**src/rtl/drbf_pkg.sv**
```systemverilog
// Shared types and constants of the backlight reveal and fade sequencer.
// Depends on nothing; every other file imports it.
package drbf_pkg;

  localparam int ACTION_W = 4;
  localparam int LEVEL_W  = 8;
  localparam int FADE_W   = 10;
  localparam int MS_W     = 16;
  localparam int CUBE_W   = 3 * FADE_W;
  localparam int PROD_W   = CUBE_W + FADE_W;
  localparam int SCALE_W  = CUBE_W + LEVEL_W;
  localparam int NUM_W    = SCALE_W + 2;
  localparam int APB_AW   = 5;
  localparam int APB_DW   = 32;

  localparam logic [ACTION_W-1:0] ACT_TICK      = 4'd0;
  localparam logic [ACTION_W-1:0] ACT_LIGHT_ON  = 4'd1;
  localparam logic [ACTION_W-1:0] ACT_LIGHT_OFF = 4'd2;
  localparam logic [ACTION_W-1:0] ACT_SET_LEVEL = 4'd3;
  localparam logic [ACTION_W-1:0] ACT_REVEAL    = 4'd4;
  localparam logic [ACTION_W-1:0] ACT_SCHEDULE  = 4'd5;
  localparam logic [ACTION_W-1:0] ACT_BOOT      = 4'd6;
  localparam logic [ACTION_W-1:0] ACT_DEFER     = 4'd7;
  localparam logic [ACTION_W-1:0] ACT_BATCH_ON  = 4'd8;
  localparam logic [ACTION_W-1:0] ACT_BATCH_OFF = 4'd9;
  localparam logic [ACTION_W-1:0] ACT_CLR_HOST  = 4'd10;

  localparam logic [2:0] REG_FADE     = 3'd0;
  localparam logic [2:0] REG_HOLD     = 3'd1;
  localparam logic [2:0] REG_BOOT     = 3'd2;
  localparam logic [2:0] REG_COALESCE = 3'd3;
  localparam logic [2:0] REG_FALLBACK = 3'd4;
  localparam logic [2:0] REG_RETRY    = 3'd5;
  localparam logic [2:0] REG_MIN_BRI  = 3'd6;

  localparam logic [FADE_W-1:0]  FADE_RST     = 10'd160;
  localparam logic [MS_W-1:0]    HOLD_RST     = 16'd280;
  localparam logic [MS_W-1:0]    BOOT_RST     = 16'd800;
  localparam logic [MS_W-1:0]    COALESCE_RST = 16'd350;
  localparam logic [MS_W-1:0]    FALLBACK_RST = 16'd2500;
  localparam logic [MS_W-1:0]    RETRY_RST    = 16'd50;
  localparam logic [LEVEL_W-1:0] MIN_BRI_RST  = 8'd8;
  localparam logic [LEVEL_W-1:0] LEVEL_RST    = 8'd255;

  // Steps of the shared multiplier.
  localparam logic [2:0] MUL_FF   = 3'd0;
  localparam logic [2:0] MUL_FFF  = 3'd1;
  localparam logic [2:0] MUL_QQ   = 3'd2;
  localparam logic [2:0] MUL_QQQ  = 3'd3;
  localparam logic [2:0] MUL_SCALE = 3'd4;

  typedef struct packed {
    logic [FADE_W-1:0]  fade_ms;
    logic [MS_W-1:0]    hold_ms;
    logic [MS_W-1:0]    boot_ms;
    logic [MS_W-1:0]    coalesce_ms;
    logic [MS_W-1:0]    fallback_ms;
    logic [MS_W-1:0]    retry_ms;
    logic [LEVEL_W-1:0] min_bri;
  } cfg_t;

  typedef struct packed {
    logic       exec;
    logic       mul_en;
    logic [2:0] mul_sel;
    logic       div_init;
    logic       div_en;
    logic [2:0] div_bit;
    logic       duty_load;
    logic       out_load;
  } cmd_t;

  typedef struct packed {
    logic calc;
  } sts_t;

  typedef struct packed {
    logic [LEVEL_W-1:0] pwm_duty;
    logic               defer_blit;
    logic               redraw_all;
    logic               fading_now;
    logic               batch_mode;
    logic [LEVEL_W-1:0] brightness;
  } res_t;

endpackage

```
**src/rtl/drbf_chan_if.sv**
```systemverilog
// Valid/ready channel interfaces for the item and result streams.
// Depends on drbf_pkg for the field widths.
interface drbf_in_if;
  import drbf_pkg::*;
  logic                valid;
  logic                ready;
  logic [ACTION_W-1:0] action;
  logic [LEVEL_W-1:0]  level_in;
  logic                frame_rx_busy;
  modport source (output valid, action, level_in, frame_rx_busy, input ready);
  modport sink (input valid, action, level_in, frame_rx_busy, output ready);
endinterface

interface drbf_out_if;
  import drbf_pkg::*;
  logic               valid;
  logic               ready;
  logic [LEVEL_W-1:0] pwm_duty;
  logic               defer_blit;
  logic               redraw_all;
  logic               fading_now;
  logic               batch_mode;
  logic [LEVEL_W-1:0] brightness;
  modport source (output valid, pwm_duty, defer_blit, redraw_all, fading_now, batch_mode,
                  brightness, input ready);
  modport sink (input valid, pwm_duty, defer_blit, redraw_all, fading_now, batch_mode,
                brightness, output ready);
endinterface

```
**src/rtl/drbf_cfg.sv**
```systemverilog
// APB-style configuration register file of the fader.
// Depends on drbf_pkg for the register map and the cfg_t bundle.
module drbf_cfg (
  input  logic                           clk,
  input  logic                           rst_n,
  input  logic                           psel,
  input  logic                           penable,
  input  logic                           pwrite,
  input  logic [drbf_pkg::APB_AW-1:0]    paddr,
  input  logic [drbf_pkg::APB_DW-1:0]    pwdata,
  output logic [drbf_pkg::APB_DW-1:0]    prdata,
  output drbf_pkg::cfg_t                 cfg
);
  import drbf_pkg::*;

  cfg_t       cfg_r;
  cfg_t       cfg_nxt;
  logic [2:0] idx;
  logic       wr;

  assign idx = paddr[APB_AW-1:2];
  assign wr  = psel && penable && pwrite;
  assign cfg = cfg_r;

  always_comb begin
    cfg_nxt = cfg_r;
    if (wr) begin
      unique case (idx)
        REG_FADE:     cfg_nxt.fade_ms     = pwdata[FADE_W-1:0];
        REG_HOLD:     cfg_nxt.hold_ms     = pwdata[MS_W-1:0];
        REG_BOOT:     cfg_nxt.boot_ms     = pwdata[MS_W-1:0];
        REG_COALESCE: cfg_nxt.coalesce_ms = pwdata[MS_W-1:0];
        REG_FALLBACK: cfg_nxt.fallback_ms = pwdata[MS_W-1:0];
        REG_RETRY:    cfg_nxt.retry_ms    = pwdata[MS_W-1:0];
        REG_MIN_BRI:  cfg_nxt.min_bri     = pwdata[LEVEL_W-1:0];
        default:      cfg_nxt = cfg_r;
      endcase
    end
  end

  always_comb begin
    unique case (idx)
      REG_FADE:     prdata = APB_DW'(cfg_r.fade_ms);
      REG_HOLD:     prdata = APB_DW'(cfg_r.hold_ms);
      REG_BOOT:     prdata = APB_DW'(cfg_r.boot_ms);
      REG_COALESCE: prdata = APB_DW'(cfg_r.coalesce_ms);
      REG_FALLBACK: prdata = APB_DW'(cfg_r.fallback_ms);
      REG_RETRY:    prdata = APB_DW'(cfg_r.retry_ms);
      REG_MIN_BRI:  prdata = APB_DW'(cfg_r.min_bri);
      default:      prdata = '0;
    endcase
  end

  always_ff @(posedge clk) begin
    if (!rst_n) begin
      cfg_r.fade_ms     <= FADE_RST;
      cfg_r.hold_ms     <= HOLD_RST;
      cfg_r.boot_ms     <= BOOT_RST;
      cfg_r.coalesce_ms <= COALESCE_RST;
      cfg_r.fallback_ms <= FALLBACK_RST;
      cfg_r.retry_ms    <= RETRY_RST;
      cfg_r.min_bri     <= MIN_BRI_RST;
    end else begin
      cfg_r <= cfg_nxt;
    end
  end

endmodule

```
**src/rtl/drbf_ctrl.sv**
```systemverilog
// Sequencer of the fader: handshakes, multiplier steps and divider steps.
// Depends on drbf_pkg for the command and status bundles.
module drbf_ctrl (
  input  logic           clk,
  input  logic           rst_n,
  input  logic           in_valid,
  output logic           in_ready,
  output logic           out_valid,
  input  logic           out_ready,
  input  drbf_pkg::sts_t sts,
  output drbf_pkg::cmd_t cmd
);
  import drbf_pkg::*;

  localparam logic [2:0] S_IDLE  = 3'd0;
  localparam logic [2:0] S_MUL   = 3'd1;
  localparam logic [2:0] S_DINIT = 3'd2;
  localparam logic [2:0] S_DIV   = 3'd3;
  localparam logic [2:0] S_FIN   = 3'd4;
  localparam logic [2:0] S_DONE  = 3'd5;

  logic [2:0] state_r, state_nxt;
  logic [2:0] cnt_r, cnt_nxt;
  logic       out_valid_r, out_valid_nxt;

  assign in_ready  = (state_r == S_IDLE);
  assign out_valid = out_valid_r;

  always_comb begin
    state_nxt    = state_r;
    cnt_nxt      = cnt_r;
    cmd          = '0;
    cmd.mul_sel  = cnt_r;
    cmd.div_bit  = cnt_r;
    unique case (state_r)
      S_IDLE: begin
        if (in_valid) begin
          cmd.exec  = 1'b1;
          cnt_nxt   = MUL_FF;
          state_nxt = sts.calc ? S_MUL : S_DONE;
        end
      end
      S_MUL: begin
        cmd.mul_en = 1'b1;
        if (cnt_r == MUL_SCALE) begin
          state_nxt = S_DINIT;
        end else begin
          cnt_nxt = cnt_r + 3'd1;
        end
      end
      S_DINIT: begin
        cmd.div_init = 1'b1;
        cnt_nxt      = 3'd7;
        state_nxt    = S_DIV;
      end
      S_DIV: begin
        cmd.div_en = 1'b1;
        if (cnt_r == 3'd0) begin
          state_nxt = S_FIN;
        end else begin
          cnt_nxt = cnt_r - 3'd1;
        end
      end
      S_FIN: begin
        cmd.duty_load = 1'b1;
        state_nxt     = S_DONE;
      end
      S_DONE: begin
        if (!out_valid_r || out_ready) begin
          cmd.out_load = 1'b1;
          state_nxt    = S_IDLE;
        end
      end
      default: state_nxt = S_IDLE;
    endcase
  end

  always_comb begin
    out_valid_nxt = out_valid_r;
    if (cmd.out_load) begin
      out_valid_nxt = 1'b1;
    end else if (out_ready) begin
      out_valid_nxt = 1'b0;
    end
  end

  always_ff @(posedge clk) begin
    if (!rst_n) begin
      state_r     <= S_IDLE;
      cnt_r       <= '0;
      out_valid_r <= 1'b0;
    end else begin
      state_r     <= state_nxt;
      cnt_r       <= cnt_nxt;
      out_valid_r <= out_valid_nxt;
    end
  end

endmodule

```
**src/rtl/drbf_dp.sv**
```systemverilog
// Datapath of the fader: time and event state, shared multiplier,
// restoring divider for the ease-out curve and the result register.
// Depends on drbf_pkg.
module drbf_dp #(
  parameter int TIME_BITS = 32
) (
  input  logic                          clk,
  input  logic                          rst_n,
  input  logic [drbf_pkg::ACTION_W-1:0] action,
  input  logic [drbf_pkg::LEVEL_W-1:0]  level_in,
  input  logic                          frame_rx_busy,
  input  drbf_pkg::cfg_t                cfg,
  input  drbf_pkg::cmd_t                cmd,
  output drbf_pkg::sts_t                sts,
  output drbf_pkg::res_t                res
);
  import drbf_pkg::*;

  localparam int TB = TIME_BITS;

  logic [TB-1:0]      now_r, now_nxt;
  logic [TB-1:0]      fstart_r, fstart_nxt;
  logic [TB-1:0]      hold_r, hold_nxt;
  logic [TB-1:0]      ready_at_r, ready_at_nxt;
  logic [TB-1:0]      bsince_r, bsince_nxt;
  logic [LEVEL_W-1:0] target_r, target_nxt;
  logic [LEVEL_W-1:0] duty_r, duty_nxt;
  logic               light_r, light_nxt;
  logic               fading_r, fading_nxt;
  logic               pend_r, pend_nxt;
  logic               host_r, host_nxt;
  logic               batch_r, batch_nxt;
  logic               redrew_r, redrew_nxt;
  logic [FADE_W-1:0]  q_r, q_nxt;
  logic               calc;

  logic [TB-1:0]      now1, dready, dbatch, tel;
  logic [LEVEL_W-1:0] lvl;

  logic [CUBE_W-1:0]  m_r;
  logic [CUBE_W-1:0]  f3_r;
  logic [SCALE_W-1:0] p_r;
  logic [NUM_W-1:0]   num_r;
  logic [LEVEL_W-1:0] quo_r;
  logic [CUBE_W-1:0]  mul_a;
  logic [FADE_W-1:0]  mul_b;
  logic [PROD_W-1:0]  prod;
  logic [NUM_W-1:0]   trial;
  logic [TB-1:0]      dhold;
  res_t               res_r;

  assign now1   = now_r + TB'(1);
  assign dready = now1 - ready_at_r;
  assign dbatch = now1 - bsince_r;
  assign sts.calc = calc;
  assign res    = res_r;

  always_comb begin
    now_nxt      = now_r;
    fstart_nxt   = fstart_r;
    hold_nxt     = hold_r;
    ready_at_nxt = ready_at_r;
    bsince_nxt   = bsince_r;
    target_nxt   = target_r;
    duty_nxt     = duty_r;
    light_nxt    = light_r;
    fading_nxt   = fading_r;
    pend_nxt     = pend_r;
    host_nxt     = host_r;
    batch_nxt    = batch_r;
    redrew_nxt   = 1'b0;
    q_nxt        = q_r;
    calc         = 1'b0;
    tel          = '0;
    lvl          = (level_in < cfg.min_bri) ? cfg.min_bri : level_in;
    unique case (action)
      ACT_TICK: begin
        now_nxt = now1;
        if (pend_r && !dready[TB-1]) begin
          if (frame_rx_busy) begin
            ready_at_nxt = now1 + TB'(cfg.retry_ms);
          end else begin
            pend_nxt   = 1'b0;
            batch_nxt  = 1'b0;
            duty_nxt   = '0;
            hold_nxt   = now1 + TB'(cfg.hold_ms);
            fstart_nxt = now1;
            fading_nxt = 1'b1;
            light_nxt  = 1'b1;
            redrew_nxt = 1'b1;
          end
        end
        if (host_r && batch_nxt && !pend_nxt && !dbatch[TB-1] &&
            dbatch >= TB'(cfg.fallback_ms)) begin
          host_nxt   = 1'b0;
          batch_nxt  = 1'b0;
          duty_nxt   = '0;
          hold_nxt   = now1 + TB'(cfg.hold_ms);
          fstart_nxt = now1;
          fading_nxt = 1'b1;
          light_nxt  = 1'b1;
          redrew_nxt = 1'b1;
        end
        if (fading_nxt) begin
          tel = now1 - fstart_nxt;
          if (tel >= TB'(cfg.fade_ms)) begin
            duty_nxt   = target_r;
            fading_nxt = 1'b0;
          end else begin
            calc  = 1'b1;
            q_nxt = cfg.fade_ms - tel[FADE_W-1:0];
          end
        end
      end
      ACT_LIGHT_ON: begin
        light_nxt = 1'b1;
        duty_nxt  = target_r;
      end
      ACT_LIGHT_OFF: begin
        fading_nxt = 1'b0;
        light_nxt  = 1'b0;
        duty_nxt   = '0;
      end
      ACT_SET_LEVEL: begin
        target_nxt = lvl;
        if (light_r && !fading_r) begin
          duty_nxt = lvl;
        end
      end
      ACT_REVEAL: begin
        duty_nxt   = '0;
        hold_nxt   = now_r + TB'(cfg.hold_ms);
        fstart_nxt = now_r;
        fading_nxt = 1'b1;
        light_nxt  = 1'b1;
        redrew_nxt = 1'b1;
      end
      ACT_SCHEDULE: begin
        pend_nxt     = 1'b1;
        ready_at_nxt = now_r + TB'(cfg.coalesce_ms);
      end
      ACT_BOOT: begin
        if (!host_r) begin
          pend_nxt     = 1'b1;
          ready_at_nxt = now_r + TB'(cfg.boot_ms);
        end
      end
      ACT_DEFER: begin
        if (!host_r) begin
          host_nxt   = 1'b1;
          pend_nxt   = 1'b0;
          fading_nxt = 1'b0;
          light_nxt  = 1'b0;
          duty_nxt   = '0;
        end
      end
      ACT_BATCH_ON: begin
        batch_nxt  = 1'b1;
        bsince_nxt = now_r;
      end
      ACT_BATCH_OFF: batch_nxt = 1'b0;
      ACT_CLR_HOST: begin
        host_nxt  = 1'b0;
        batch_nxt = 1'b0;
      end
      default: redrew_nxt = 1'b0;
    endcase
  end

  always_ff @(posedge clk) begin
    if (!rst_n) begin
      now_r      <= '0;
      fstart_r   <= '0;
      hold_r     <= '0;
      ready_at_r <= '0;
      bsince_r   <= '0;
      target_r   <= LEVEL_RST;
      duty_r     <= '0;
      light_r    <= 1'b0;
      fading_r   <= 1'b0;
      pend_r     <= 1'b0;
      host_r     <= 1'b0;
      batch_r    <= 1'b0;
      redrew_r   <= 1'b0;
    end else if (cmd.exec) begin
      now_r      <= now_nxt;
      fstart_r   <= fstart_nxt;
      hold_r     <= hold_nxt;
      ready_at_r <= ready_at_nxt;
      bsince_r   <= bsince_nxt;
      target_r   <= target_nxt;
      duty_r     <= duty_nxt;
      light_r    <= light_nxt;
      fading_r   <= fading_nxt;
      pend_r     <= pend_nxt;
      host_r     <= host_nxt;
      batch_r    <= batch_nxt;
      redrew_r   <= redrew_nxt;
    end else if (cmd.duty_load) begin
      duty_r <= quo_r;
    end
  end

  always_ff @(posedge clk) begin
    if (cmd.exec) begin
      q_r <= q_nxt;
    end
  end

  // Cubes of the fade length and of the remaining time, then the scaled difference.
  always_comb begin
    unique case (cmd.mul_sel)
      MUL_FF: begin
        mul_a = CUBE_W'(cfg.fade_ms);
        mul_b = cfg.fade_ms;
      end
      MUL_FFF: begin
        mul_a = m_r;
        mul_b = cfg.fade_ms;
      end
      MUL_QQ: begin
        mul_a = CUBE_W'(q_r);
        mul_b = q_r;
      end
      MUL_QQQ: begin
        mul_a = m_r;
        mul_b = q_r;
      end
      MUL_SCALE: begin
        mul_a = f3_r - m_r;
        mul_b = FADE_W'(target_r);
      end
      default: begin
        mul_a = '0;
        mul_b = '0;
      end
    endcase
  end

  assign prod  = mul_a * mul_b;
  assign trial = {{(NUM_W-CUBE_W-1){1'b0}}, f3_r, 1'b0} << cmd.div_bit;

  always_ff @(posedge clk) begin
    if (cmd.mul_en) begin
      unique case (cmd.mul_sel)
        MUL_FF, MUL_QQ, MUL_QQQ: m_r <= prod[CUBE_W-1:0];
        MUL_FFF:                 f3_r <= prod[CUBE_W-1:0];
        MUL_SCALE:               p_r <= prod[SCALE_W-1:0];
        default:                 m_r <= m_r;
      endcase
    end
    if (cmd.div_init) begin
      num_r <= {1'b0, p_r, 1'b0} + NUM_W'(f3_r);
      quo_r <= '0;
    end else if (cmd.div_en) begin
      if (num_r >= trial) begin
        num_r <= num_r - trial;
        quo_r[cmd.div_bit] <= 1'b1;
      end
    end
  end

  assign dhold = now_r - hold_r;

  always_ff @(posedge clk) begin
    if (cmd.out_load) begin
      res_r.pwm_duty   <= duty_r;
      res_r.defer_blit <= batch_r || pend_r || dhold[TB-1];
      res_r.redraw_all <= redrew_r;
      res_r.fading_now <= fading_r;
      res_r.batch_mode <= batch_r;
      res_r.brightness <= target_r;
    end
  end

endmodule

```
**src/rtl/display_reveal_backlight_fader_unit.sv**
```systemverilog
// Backlight reveal and fade sequencer, top level.
// An item that needs no curve point goes from acceptance straight to the result stage; a
// tick that needs one first runs five steps of the one shared multiplier, S_DINIT, eight
// steps of the restoring divider and S_FIN. A result is loaded once the output register
// is free; the next item is accepted in the cycle after a result is loaded. A synchronous
// low rst_n restores control, time and event state and the registers to their defaults.
module display_reveal_backlight_fader_unit #(
  parameter int TIME_BITS = 32
) (
  input  logic                          clk,
  input  logic                          rst_n,
  drbf_in_if.sink                       in_if,
  drbf_out_if.source                    out_if,
  input  logic                          cfg_psel,
  input  logic                          cfg_penable,
  input  logic                          cfg_pwrite,
  input  logic [drbf_pkg::APB_AW-1:0]   cfg_paddr,
  input  logic [drbf_pkg::APB_DW-1:0]   cfg_pwdata,
  output logic [drbf_pkg::APB_DW-1:0]   cfg_prdata,
  output logic                          cfg_pready
);
  import drbf_pkg::*;

  cfg_t cfg;
  cmd_t cmd;
  sts_t sts;
  res_t res;

  assign cfg_pready = 1'b1;

  drbf_cfg u_cfg (
    .clk     (clk),
    .rst_n   (rst_n),
    .psel    (cfg_psel),
    .penable (cfg_penable),
    .pwrite  (cfg_pwrite),
    .paddr   (cfg_paddr),
    .pwdata  (cfg_pwdata),
    .prdata  (cfg_prdata),
    .cfg     (cfg)
  );

  drbf_ctrl u_ctrl (
    .clk       (clk),
    .rst_n     (rst_n),
    .in_valid  (in_if.valid),
    .in_ready  (in_if.ready),
    .out_valid (out_if.valid),
    .out_ready (out_if.ready),
    .sts       (sts),
    .cmd       (cmd)
  );

  drbf_dp #(
    .TIME_BITS (TIME_BITS)
  ) u_dp (
    .clk           (clk),
    .rst_n         (rst_n),
    .action        (in_if.action),
    .level_in      (in_if.level_in),
    .frame_rx_busy (in_if.frame_rx_busy),
    .cfg           (cfg),
    .cmd           (cmd),
    .sts           (sts),
    .res           (res)
  );

  assign out_if.pwm_duty   = res.pwm_duty;
  assign out_if.defer_blit = res.defer_blit;
  assign out_if.redraw_all = res.redraw_all;
  assign out_if.fading_now = res.fading_now;
  assign out_if.batch_mode = res.batch_mode;
  assign out_if.brightness = res.brightness;

endmodule

```
**src/flat_wrapper.sv**
```systemverilog
// flat-port wrapper written by rule: the top's interface ports become plain ports
module display_reveal_backlight_fader_unit_flat import drbf_pkg::*;
#(
  parameter int TIME_BITS = 32
)
  (clk, rst_n, cfg_psel, cfg_penable, cfg_pwrite, cfg_paddr, cfg_pwdata, cfg_prdata, cfg_pready, in_if_valid, in_if_action, in_if_level_in, in_if_frame_rx_busy, in_if_ready, out_if_valid, out_if_pwm_duty, out_if_defer_blit, out_if_redraw_all, out_if_fading_now, out_if_batch_mode, out_if_brightness, out_if_ready);
  drbf_in_if in_if_i ();
  drbf_out_if out_if_i ();
  input  logic clk;
  input  logic rst_n;
  input  logic cfg_psel;
  input  logic cfg_penable;
  input  logic cfg_pwrite;
  input  logic [drbf_pkg::APB_AW-1:0] cfg_paddr;
  input  logic [drbf_pkg::APB_DW-1:0] cfg_pwdata;
  output logic [drbf_pkg::APB_DW-1:0] cfg_prdata;
  output logic cfg_pready;
  input wire logic [$bits(in_if_i.valid)-1:0] in_if_valid;
  input wire logic [$bits(in_if_i.action)-1:0] in_if_action;
  input wire logic [$bits(in_if_i.level_in)-1:0] in_if_level_in;
  input wire logic [$bits(in_if_i.frame_rx_busy)-1:0] in_if_frame_rx_busy;
  output wire logic [$bits(in_if_i.ready)-1:0] in_if_ready;
  output wire logic [$bits(out_if_i.valid)-1:0] out_if_valid;
  output wire logic [$bits(out_if_i.pwm_duty)-1:0] out_if_pwm_duty;
  output wire logic [$bits(out_if_i.defer_blit)-1:0] out_if_defer_blit;
  output wire logic [$bits(out_if_i.redraw_all)-1:0] out_if_redraw_all;
  output wire logic [$bits(out_if_i.fading_now)-1:0] out_if_fading_now;
  output wire logic [$bits(out_if_i.batch_mode)-1:0] out_if_batch_mode;
  output wire logic [$bits(out_if_i.brightness)-1:0] out_if_brightness;
  input wire logic [$bits(out_if_i.ready)-1:0] out_if_ready;
  assign in_if_i.valid = in_if_valid;
  assign in_if_i.action = in_if_action;
  assign in_if_i.level_in = in_if_level_in;
  assign in_if_i.frame_rx_busy = in_if_frame_rx_busy;
  assign in_if_ready = in_if_i.ready;
  assign out_if_valid = out_if_i.valid;
  assign out_if_pwm_duty = out_if_i.pwm_duty;
  assign out_if_defer_blit = out_if_i.defer_blit;
  assign out_if_redraw_all = out_if_i.redraw_all;
  assign out_if_fading_now = out_if_i.fading_now;
  assign out_if_batch_mode = out_if_i.batch_mode;
  assign out_if_brightness = out_if_i.brightness;
  assign out_if_i.ready = out_if_ready;
  display_reveal_backlight_fader_unit #(.TIME_BITS(TIME_BITS)) u_core (.clk(clk), .rst_n(rst_n), .in_if(in_if_i), .out_if(out_if_i), .cfg_psel(cfg_psel), .cfg_penable(cfg_penable), .cfg_pwrite(cfg_pwrite), .cfg_paddr(cfg_paddr), .cfg_pwdata(cfg_pwdata), .cfg_prdata(cfg_prdata), .cfg_pready(cfg_pready));
endmodule
```
**config.mk**
```make
export PLATFORM = sky130hd
export DESIGN_NAME = display_reveal_backlight_fader_unit_flat
export DESIGN_NICKNAME = d
export VERILOG_FILES = /design/src/rtl/drbf_pkg.sv /design/src/rtl/drbf_chan_if.sv /design/src/rtl/drbf_cfg.sv /design/src/rtl/drbf_ctrl.sv /design/src/rtl/drbf_dp.sv /design/src/rtl/display_reveal_backlight_fader_unit.sv /design/src/flat_wrapper.sv
export SDC_FILE = /design/constraint.sdc
export NUM_CORES = 2
export LEC_CHECK = 0
export BUFFER_PORTS_ARGS = -buffer_cell sky130_fd_sc_hd__buf_2
export CAP_MARGIN = 20
export CELL_PAD_IN_SITES_DETAIL_PLACEMENT = 1
export CELL_PAD_IN_SITES_GLOBAL_PLACEMENT = 2
export CORE_MARGIN = 2
export CORE_UTILIZATION = 30
export CTS_BUF_LIST = sky130_fd_sc_hd__clkbuf_4 sky130_fd_sc_hd__clkbuf_8
export DETAILED_ROUTE_END_ITERATION = 8
export PLACE_DENSITY_LB_ADDON = 0.05
export SLEW_MARGIN = 15
export SYNTH_ARGS = -nofsm -noshare
export SYNTH_HDL_FRONTEND = slang
export SYNTH_SLANG_ARGS = --single-unit
```
**constraint.sdc**
```tcl
create_clock -name clk -period 13.67 [get_ports clk]
set_clock_uncertainty 0.15 [all_clocks]
set_input_delay 0.6835 -clock clk [delete_from_list [all_inputs] [get_ports clk]]
set_output_delay 0.6835 -clock clk [all_outputs]
set_load 0.02 [all_outputs]
```
==> key figures <==
Global routing
  – Vias in the first global route: 39,948
  – Initial antenna violation count: 15
  – Gr usage total: a little under a quarter
  – First-pass GRT wire length: ~260 mm
  – GRT overflow: 0
  – Pin count of the biggest net entering global routing: 74

Pwr
  – Internal cell power: 0.00408 W
  – Clock share of power: 24.2%
  – Worst vdd ir: roughly 0.06 mV
  – Switch Pwr: 0.00314 W
  – Comb pwr share: 49.8%
  – Seq pwr share: 26.0%
  – Sw frac: 43.5%
  – Leak: around 20 nW
  – Power after layout: 0.00722 W
  – PD cells: 148 nW/um2

Synth
  – Mapped Cells: 5,310
  – Number of synthesized flops with an enable pin: 168
  – Mux share of post-synthesis cell area: 4.62%
  – Mean post-synth cell area: about 8 um2
  – Synthesized area: about 44,000 um2
  – #FFs+latches synth: 463
  – Adder-Cell Fraction of Synth Area: between 20% and 30%
  – Ys Warns: 0
  – Largest family of logic cells by synthesized area: adder cells
  – Post-synthesis xor/xnor area fraction: 6.23%
  – Top cell type's share of synthesized area: 13.5%
  – Simple-Gate Fraction of Synth Area: 18.1%
  – Post-synthesis compound-gate area fraction: 17.9%
  – Unique masters post-synth: 86
  – Synth area leader: dfxtp_1
  – Synth top area cells: dfxtp_1, edfxtp_1, ha_1, fa_1, nand2_1
  – Post-synthesis sequential area ratio: 25.1%
  – Most used DFF post-synth: dfxtp_1
  – Synth async-reset ratio: 0%

STA
  – Tmin final: 12.80 ns
  – Final hold violations: 0
  – RSZ-0062 raised after global routing: no
  – Setup TNS: 0 ns
  – Final setup violation count: 0
  – PnR worst setup slack: 0.872 ns
  – Final Hold Slack: 0.108 ns
  – Least-Margin Pin Slew: 1.23 ns
  – Max-slew violations: 0
  – Relative slew slack: 17.9%
  – Fin crit share: a little over nine tenths
  – Max Freq: 78.1 MHz

Clock network
  – CTS resizes: 0
  – Worst-path clk slew: 0.06 ns
  – CTS tree: yes
  – CTS sink count: 463
  – Worst-case clock buffer depth: 3
  – Clock Latency Late Sink: 0.84 ns
  – H-tree depth: 3
  – CTS root buf: clkbuf_8
  – TritonCTS Buffers: 101

Layout
  – Share of layout cells above drive strength 1: about a tenth
  – Commonest cells after routing, fill and taps aside: nand2_1, nor2_1, inv_1, a21oi_1, ha_1
  – Layout area overhead: 11.9%
  – Nets: approximately 6,000
  – FILL cells: 17,104
  – Most common cell after layout, fill and taps aside: nand2_1

Place
  – Port Buffers: 76
  – Final HPWL DP: 133 mm
  – RD Place Congestion: 0.828
  – Pre-CTS setup slack: 0.864 ns

Critical path
  – Startpoint class of the critical path: flop
  – Critical Path Slowest Stage Cell: or4_4
  – Element type at the critical path end: flop
  – Worst EP required: 14.24 ns
  – Worst-path fanout max: 10
  – Critical path class: reg -> reg
  – Critical path arrival: 13.37 ns
  – Worst path max stage delay: around 0.59 ns

Floorplanning
  – Die Ht: 385 um
  – Initial core utilization: 30.3%
  – Ports: between 100 and 150
  – Core area: 144,000 um2
  – Std-Cell Rows: 139
  – Die Footprint: 148,000 um2
  – Die width: 385 um

Routing
  – Final WL: approximately 170 mm
  – Starting DRT DRC Count: around 1,700
  – DRT Pass-1 Iters: 7
  – # DRC: 0
  – Wire length per cell: ~23 um
  – Total number of vias: 38,187
  – Avg Vias per Cell: about 5.2
  – Number of routed nets with antenna violations: 0

Status
  – Status: finished clean

Hold path
  – HP Class: in -> reg

Flow run
  – # Max-Cap Violations: 0
==> logic make-up (layout without fill, tap and decap cells) <==
| family | after synthesis | count (layout) |
|---|---|---|
| adders and majority gates | 609 | 609 |
| and+or+nand+nor | 1778 | 1778 |
| xor gates and xnor gates | 310 | 310 |
| AOI/OAI and AO/OA | 1248 | 1248 |
| other | 2 | 21 |
| buffers and inverters | 736 | 855 |
| muxes | 164 | 164 |
| DFF | 463 | 463 |
==> layer usage <==
layer | global-route usage (%) | part of all wire [%] | vias up
met5 | 0 | 0 | -
met4 | 5.02 | 2.0 | 0
met3 | 2.16 | 2.2 | 169
met2 | 41.2 | 50 | 395
met1 | 29.6 | 45 | 19179
li1 | - | - | 18444
==> stage by stage <==
step	std cells	utilization, %	cell area (um2)
after floorplan	5325	-	43600
after global placement	7150	32.3	46400
after detailed placement	7150	32.3	46400
after CTS	7347	33.9	48800
after global routing	7350	33.9	48800
final	7351	33.9	48800
==> worst max-delay path: cells and delay by family (launching register included) <==
kind,cells,cell delay [ns]
DFF,1,0.45
adders and majority gates,4,1.18
and+or+nand+nor,15,4.83
buffers and inverters,2,0.47
xor gates and xnor gates,3,0.85
AOI/OAI and AO/OA,21,4.70
==> cell usage after synthesis, drive strengths merged (9+ instances only) <==
cell type,number
a31oi,39
fa,229
nor4,16
mux4,27
a211oi,59
o41ai,11
or4,14
nor2,485
a21o,79
dfxtp,295
nand2,756
nor2b,44
nand2b,63
nor3,81
xor2,115
and2,35
o31ai,21
inv,462
and3,37
nand3,102
ha,380
o21ai,260
o22ai,17
nand4,50
o21a,28
edfxtp,168
a22oi,34
clkbuf,221
mux2i,109
xnor2,195
a21boi,15
a221o,15
a22o,18
o211ai,64
or3,52
a221oi,11
or2,13
a31o,9
o21bai,58
buf,52
mux2,28
a21oi,442
==> path summary, 6_finish.rpt <==
kind,startpoint,slack [ns],cells past startpoint,end
min,cfg_pwdata[7],0.11,3,u_core.u_cfg.cfg[15]
max,u_core.u_dp.now_r[2],0.87,45,u_core.u_dp.fading_r
max reg2reg,u_core.u_dp.now_r[2],0.87,45,u_core.u_dp.fading_r
min reg2reg,u_core.u_dp.duty_r[2],0.28,0,u_core.u_dp.res[14]
==> power groups by stage <==
stage	logic [W]	clock network (W)	registers, W
floorplan	0.00259	0	0.00185
global placement	0.00363	0	0.00190
detailed placement	0.00366	0	0.00191
CTS	0.00368	0.00182	0.00188
global route	0.00409	0.00187	0.00190
finish	0.00360	0.00175	0.00188
==> sequential cells by signal (all words and copies together), names as in the netlist, 10 cells and up <==
signal and count:
u_core.u_dp.q_r 10, u_core.u_dp.now_r 32, u_core.u_cfg.cfg 98, u_core.u_dp.bsince_r 32, u_core.u_dp.fstart_r 32, u_core.u_dp.res 20
u_core.u_dp.f3_r 30, u_core.u_dp.num_r 40, u_core.u_dp.m_r 30, u_core.u_dp.ready_at_r 32, u_core.u_dp.p_r 38, u_core.u_dp.hold_r 32
==> repair_timing <==
item / in CTS / in global routing
endpoints found under the hold margin: 75 / 0
hold buffers: 14 / 0
setup buffers: 0 / 0
==> area by class of cell <==
| type | count | area [um2] | share of cell area (%) |
|---|---|---|---|
| Clock inverter | 33 | 357 | 0.731 |
| Antenna cell | 4 | 10.0 | 0.0205 |
| Sequential cell | 463 | 11000 | 22.5 |
| Timing Repair Buffer | 209 | 1410 | 2.90 |
| Multi-Input combinational cell | 4126 | 30100 | 61.6 |
| Clock buffer | 150 | 1880 | 3.85 |
| Tap cell | 1903 | 2380 | 4.88 |
| Inverter | 463 | 1750 | 3.58 |
No activity file was read; power rests on OpenSTA's default activity.
